`src/sv/txc_pkg.sv`:
```
// Shared types and constants for the text console engine.
// No dependencies; imported by the engine top, txc_cursor and the testbench.
package txc_pkg;

  // Default geometry, handed to the top level as parameter defaults
  localparam int COLUMNS_DEF  = 80;
  localparam int ROWS_DEF     = 25;
  localparam int TAB_STOP_DEF = 8;

  // Item modes
  localparam logic [1:0] MODE_PUT   = 2'd0;
  localparam logic [1:0] MODE_CLEAR = 2'd1;
  localparam logic [1:0] MODE_READ  = 2'd2;

  // Character codes with special handling
  localparam logic [7:0] CH_BS    = 8'h08;
  localparam logic [7:0] CH_TAB   = 8'h09;
  localparam logic [7:0] CH_LF    = 8'h0A;
  localparam logic [7:0] CH_CR    = 8'h0D;
  localparam logic [7:0] CH_BLANK = 8'h20;

  // Attribute after reset: white on black
  localparam logic [7:0] ATTR_RESET = 8'h0F;

  // Actions a put asks of the store sequencer
  typedef struct packed {
    logic cell_wr;  // write the character at the old cursor position
    logic scroll;   // cursor ran off the bottom, scroll the store up a row
  } txc_put_t;

endpackage

```
`src/sv/txc_cursor.sv`:
```
// Cursor update for one put: control codes, printable advance, wrap, scroll.
// Depends on txc_pkg for character codes and the action struct.
module txc_cursor #(
  parameter int COLUMNS  = txc_pkg::COLUMNS_DEF,
  parameter int ROWS     = txc_pkg::ROWS_DEF,
  parameter int TAB_STOP = txc_pkg::TAB_STOP_DEF
) (
  input  logic [$clog2(COLUMNS)-1:0]  cur_col,
  input  logic [$clog2(ROWS)-1:0]     cur_row,
  input  logic [$clog2(TAB_STOP)-1:0] cur_phase,
  input  logic [7:0]                  char_code,
  output logic [$clog2(COLUMNS)-1:0]  nxt_col,
  output logic [$clog2(ROWS)-1:0]     nxt_row,
  output logic [$clog2(TAB_STOP)-1:0] nxt_phase,
  output txc_pkg::txc_put_t           put_act
);
  import txc_pkg::*;

  localparam int CW  = $clog2(COLUMNS);
  localparam int RW  = $clog2(ROWS);
  localparam int PW  = $clog2(TAB_STOP);
  // Column can briefly reach COLUMNS-1+TAB_STOP, row can reach ROWS
  localparam int XW  = $clog2(COLUMNS + TAB_STOP);
  localparam int RXW = $clog2(ROWS + 1);

  logic [XW-1:0]  col_x;
  logic [RXW-1:0] row_x;
  logic [PW-1:0]  ph_x;

  // phase tracks column modulo the tab stop, so a tab is one add
  always_comb begin
    col_x   = XW'(cur_col);
    row_x   = RXW'(cur_row);
    ph_x    = cur_phase;
    put_act = '0;

    priority if (char_code == CH_BS) begin
      if (cur_col != '0) begin
        col_x = col_x - XW'(1);
        ph_x  = (cur_phase == '0) ? PW'(TAB_STOP - 1) : cur_phase - PW'(1);
      end
    end else if (char_code == CH_TAB) begin
      col_x = col_x + XW'(TAB_STOP) - XW'(cur_phase);
      ph_x  = '0;
    end else if (char_code == CH_CR) begin
      col_x = '0;
      ph_x  = '0;
    end else if (char_code == CH_LF) begin
      col_x = '0;
      ph_x  = '0;
      row_x = row_x + RXW'(1);
    end else if (char_code >= CH_BLANK) begin
      put_act.cell_wr = 1'b1;
      col_x = col_x + XW'(1);
      ph_x  = (cur_phase == PW'(TAB_STOP - 1)) ? '0 : cur_phase + PW'(1);
    end else begin
      // other control codes: no effect
      col_x = XW'(cur_col);
    end

    // wrap at the right edge
    if (col_x >= XW'(COLUMNS)) begin
      col_x = '0;
      ph_x  = '0;
      row_x = row_x + RXW'(1);
    end

    // bottom edge: scroll and stay on the last row
    if (row_x >= RXW'(ROWS)) begin
      put_act.scroll = 1'b1;
      row_x = RXW'(ROWS - 1);
    end
  end

  assign nxt_col   = CW'(col_x);
  assign nxt_row   = RW'(row_x);
  assign nxt_phase = ph_x;

endmodule

```
`config.mk`:
```
export PLATFORM = sky130hd
export DESIGN_NAME = txc_cursor
export DESIGN_NICKNAME = d
export VERILOG_FILES = /design/src/sv/txc_pkg.sv /design/src/sv/txc_cursor.sv
export SDC_FILE = /design/constraint.sdc
export NUM_CORES = 1
export LEC_CHECK = 0
export ABC_AREA = 1
export BUFFER_PORTS_ARGS = -buffer_cell sky130_fd_sc_hd__clkbuf_2
export CORE_ASPECT_RATIO = 1.5
export CORE_UTILIZATION = 38
export DETAILED_ROUTE_END_ITERATION = 12
export PLACE_DENSITY_LB_ADDON = 0.3
export SYNTH_ARGS = -nofsm -noshare
export SYNTH_HDL_FRONTEND = slang
export SYNTH_SLANG_ARGS = --single-unit
```
`constraint.sdc`:
```
create_clock -name vclk -period 4.47
set_clock_uncertainty 0.1 [all_clocks]
set_input_delay 0.447 -clock vclk [all_inputs]
set_output_delay 0.447 -clock vclk [all_outputs]
set_load 0.01 [all_outputs]
```
=== Word-level counts from Yosys, hierarchy flattened ===
Index checks and enable logic that the tools add are counted.

* Bits in registers: 0
* Input port bits: 23
* Output and inout port bits: 17
* Word-level logic and storage cells: 46

* Add/subtract/negate cells: 8
* Order comparisons: 3
* Equality and inequality tests: 5
* Mux-type cells: 28
* Reductions and logical operators: 2

{| class="wikitable"
|+ Operator list
! kind !! number
|-
| $mux W7 || 7
|-
| $eq A8 B4 Y1 const B || 4
|-
| $mux W5 || 6
|-
| $mux W3 || 9
|-
| $add A5 B1 Y5 const B || 2
|-
| $ge A8 B6 Y1 const B || 1
|-
| $add A7 B1 Y7 const B || 1
|-
| $add A7 B4 Y7 const B || 1
|-
| $ge A7 B7 Y1 const B || 1
|-
| $reduce_bool A7 Y1 || 1
|-
| $sub A7 B1 Y7 const B || 1
|-
| $sub A7 B3 Y7 || 1
|-
| $mux W1 || 6
|-
| $ge A5 B5 Y1 const B || 1
|-
| $add A3 B1 Y3 const B || 1
|-
| $eq A3 B3 Y1 const B || 1
|-
| $logic_not A3 Y1 || 1
|-
| $sub A3 B1 Y3 const B || 1
|}

=== Longest topological paths before layout ===
* Depth in word-level cells: 10
* Mapped depth: 19
* Mapped depth without buffers: 19

=== Worst setup path after synthesis ===
No wires, ideal clock.

* Path type: input -> output
* Start: input cur_phase[1]
* End: output put_act[0] (netlist name)
* Arrival time: 2.446 ns
* Required time: 3.923 ns
* Path slack: 1.477 ns
* Stages on the path: 16
* Path buffers: 0
* Cells stage by stage: inv_1 ha_1 ha_1 inv_1 fa_1 inv_1 nand2_1 nand3_1 xnor2_1 nand2_1 nand3_2 o21ai_4 nand2_1 o21ai_2 nand2_2 nor2_1

{| class="wikitable"
|+ RTL lines
! what !! RTL line !! source
|-
| from (decl) || txc_cursor.sv:10 || <nowiki>input logic [$clog2(TAB_STOP)-1:0] cur_phase,</nowiki>
|-
| to (decl) || txc_cursor.sv:15 || <nowiki>output txc_pkg::txc_put_t put_act</nowiki>
|}

=== Worst setup path in the final report ===
* Start: input cur_col[0]
* End: output nxt_row[2]

* Word-level cells in the longest chain between the ends: 10
* Elaborated cells between the ends (all ways): 15
* Those cells by class: add/sub (4); order compare (2); mux (8); reduce/logical (1)

{| class="wikitable"
|+ Ends and longest elaborated chain
! what !! RTL line !! source
|-
| from (decl) || txc_cursor.sv:8 || <nowiki>input logic [$clog2(COLUMNS)-1:0] cur_col,</nowiki>
|-
| parallel branches: the longest is 5 deep, another holds $add A7 B4 Y7 || n/a ||
|-
| $mux W7 (*) || txc_cursor.sv:37 || <nowiki>priority if (char_code == CH_BS) begin</nowiki>
|-
| $ge A7 B7 Y1 (*) || txc_cursor.sv:62 || <nowiki>if (col_x >= XW'(COLUMNS)) begin</nowiki>
|-
| $mux W5 (*) || txc_cursor.sv:62 ||
|-
| $ge A5 B5 Y1 || txc_cursor.sv:69 || <nowiki>if (row_x >= RXW'(ROWS)) begin</nowiki>
|-
| $mux W5 (*) || txc_cursor.sv:69 ||
|-
| to (decl) || txc_cursor.sv:13 || <nowiki>output logic [$clog2(ROWS)-1:0] nxt_row,</nowiki>
|}

Every way passes the cells marked *.

==> impl_summary.log <==
INFO  metric critical_path.max_fanout = 8
INFO  metric ctsResizeCount = 0
INFO  metric path_class = input pin to output port
INFO  metric insertedDiodeCount = 0
INFO  metric placed_area = 1700 µm²
INFO  metric grt_max_degree = 17
INFO  metric vias = roughly 1.7k
INFO  metric number_of_global_route_vias_before_repair = approximately 1.6k
INFO  metric outcome = completed
INFO  metric boundaryPins = 40
INFO  metric grt_antenna_before_repair = 0
INFO  metric floorplan.initialDensity = 39.7%
INFO  metric cp_data_arrival_time = roughly 2800 ps
INFO  metric max_slew.worst_pin.slew = 539 ps
INFO  metric antenna_left = 0
INFO  metric core_area = between 3000 and 4000 µm²
INFO  metric cts_hold_buffers = 0
INFO  metric path_delay_family = adder cells
INFO  metric syn_warnings = 0
INFO  metric fin_crit = 3360 ps
INFO  metric synthCells = around 270
INFO  metric crit_cells = 19
INFO  metric global_route_wire_length_before_repair = ~6.6 mm
INFO  metric clock_buffers = 0
INFO  metric p_leak = approximately 0.00096 µW
INFO  metric synth_seq_area_share = 0%
INFO  metric timing.critical_path.slowest_cell_delay = 350 ps
INFO  metric hold_class = input pin to output port
INFO  metric postLayoutSetupSlackWorst = 1110 ps
INFO  metric vias_per_inst = between 5 and 6
INFO  metric row_cnt = 27
INFO  metric final_cell_area = 1700 µm²
INFO  metric syn-num-nets = around 310
INFO  metric dpl_worst_slack = 1110 ps
INFO  metric endpoint_kind = output port
INFO  metric layout.filler_cells = between 400 and 500
INFO  metric grtUsageTotal = 20.0%
INFO  metric wirelength = 3.76 mm
INFO  metric finish.utilization = a little under half
INFO  metric vdd.ir_drop.worst = around 51 µV
INFO  metric drive_above_1_share = around 25%
INFO  metric die_x = around 53 µm
INFO  metric worst_path_max_delay_cell = fa_1
INFO  metric syn_area = between 1000 and 1500 µm²
INFO  metric die_h = between 70 and 80 µm
INFO  metric dp_hpwl = 3.26 mm
INFO  metric cts_setup_buffers = 0
INFO  metric globalRoute.totalOverflow = 0
INFO  metric area.sequential = 0 µm²
INFO  metric wire_per_inst = approximately 11 µm
INFO  metric drt_pre_antenna_iters = 4
INFO  metric min_delay_path_depth = 4
INFO  metric max_clock_freq = 298 MHz
INFO  metric place.port_buffers = 40
INFO  metric critical_path_required = 3920 ps
INFO  metric timing.slew.headroom = roughly 64%
INFO  metric synth_cell_type_count = 33
INFO  metric setup-tns-final = 0 ps
INFO  metric final_hold_viol_count = 0
INFO  metric crit_path_start_kind = input pin
INFO  metric flops_and_latches = 0
INFO  metric crit_path_cell_trace = clkbuf_2, inv_1, ha_1, inv_1, ha_1, inv_1, fa_1, inv_1, nand2_1, nand3_1, xnor2_1, nand2_1, nand3_2, o21ai_4, inv_2, nand2_1, nand2_1, and2_1, clkbuf_2
INFO  metric power.density = about 91 nW/µm²
INFO  metric critical_path.n_buffers_inverters = 7
INFO  metric detail_route.drc_violations = 0
INFO  metric die-area = slightly above 4000 µm²
INFO  metric final_net_count = 346
INFO  metric final.period_utilization = between 70% and 80%
INFO  metric maxCapViolations = 0
INFO  metric drtIter0Drc = 51
INFO  metric grt_setup_unrepaired = false
INFO  metric syn_area_per_cell = between 5 and 6 µm²
INFO  metric setup_viol_count_final = 0
INFO  metric areaGrowthSynthToFinish = 16.4%
INFO  metric gpl.final_weighted_congestion = 0.865
INFO  metric drv_slew = 0
cells in the mapped netlist (all sizes together):
| cell | number | area, µm² |
|---|---|---|
| a211oi | 1 | 7.51 |
| a21oi | 12 | 60.1 |
| a31oi | 2 | 12.5 |
| a32o | 1 | 10.0 |
| a41oi | 1 | 8.76 |
| and2 | 1 | 6.26 |
| buf | 1 | 11.3 |
| clkbuf | 1 | 3.75 |
| fa | 1 | 20.0 |
| ha | 17 | 213 |
| inv | 48 | 180 |
| nand2 | 80 | 318 |
| nand3 | 31 | 210 |
| nand4 | 6 | 37.5 |
| nor2 | 37 | 184 |
| nor3 | 4 | 20.0 |
| o211ai | 1 | 7.51 |
| o21ai | 9 | 63.8 |
| o22ai | 1 | 6.26 |
| o31ai | 1 | 7.51 |
| o32ai | 1 | 8.76 |
| or2 | 2 | 12.5 |
| xnor2 | 3 | 26.3 |
| xor2 | 3 | 26.3 |
layer usage:
metal,up-vias,GRT usage (%),wire length (µm)
met2,48,37.8,1960
li1,931,-,-
met4,0,5.53,98
met5,-,0,0
met3,10,0.980,155
met1,744,22.9,1550
placed cells by master (no fill, tap or decap), drive strengths merged:
cell type,netlist,routed
a211oi,1,1
o211ai,1,1
a21oi,12,12
xor2,3,3
clkbuf,1,40
nand2,80,80
ha,17,17
a41oi,1,1
o21ai,9,9
o22ai,1,1
and2,1,1
nor2,37,37
xnor2,3,3
nand3,31,31
nor3,4,4
inv,48,48
nand4,6,6
o32ai,1,1
a32o,1,1
or2,2,2
o31ai,1,1
fa,1,1
a31oi,2,2
report_power, final:
group	internal [µW]	total, µW	switching, µW
logic	59.8	155	95.6
clock network	0	0	0
registers	0	0	0
kinds of logic (layout without fill, tap and decap cells):
| family | count (synthesis) | count (layout) | synth area share [%] |
|---|---|---|---|
| compound gates | 30 | 30 | 13.2 |
| buf+inv | 50 | 88 | 13.4 |
| simple gates | 161 | 161 | 53.9 |
| fa+ha+maj | 18 | 18 | 15.9 |
| xor+xnor | 6 | 6 | 3.60 |
final cells by class:
| cell class | instances | area, µm² | area share (%) |
|---|---|---|---|
| multi-input cells | 215 | 1270 | 74.5 |
| well taps | 43 | 53.8 | 3.16 |
| repair buffers | 40 | 200 | 11.8 |
| inverters | 48 | 180 | 10.6 |
per-stage QoR:
step / std cells / hold WS, ps / power, µW
floorplan: 265 / 927 / 104
global placement: 346 / 1160 / 154
detailed placement: 346 / 1160 / 156
CTS: 346 / 1160 / 156
global route: 346 / 1220 / 177
finish: 346 / 1160 / 155
final timing paths:
check / start / end / slack (ps)
max: cur_col[0] / nxt_row[2] / 1110
min: cur_col[0] / nxt_col[0] / 1160
No activity file was read; power rests on OpenSTA's default activity.
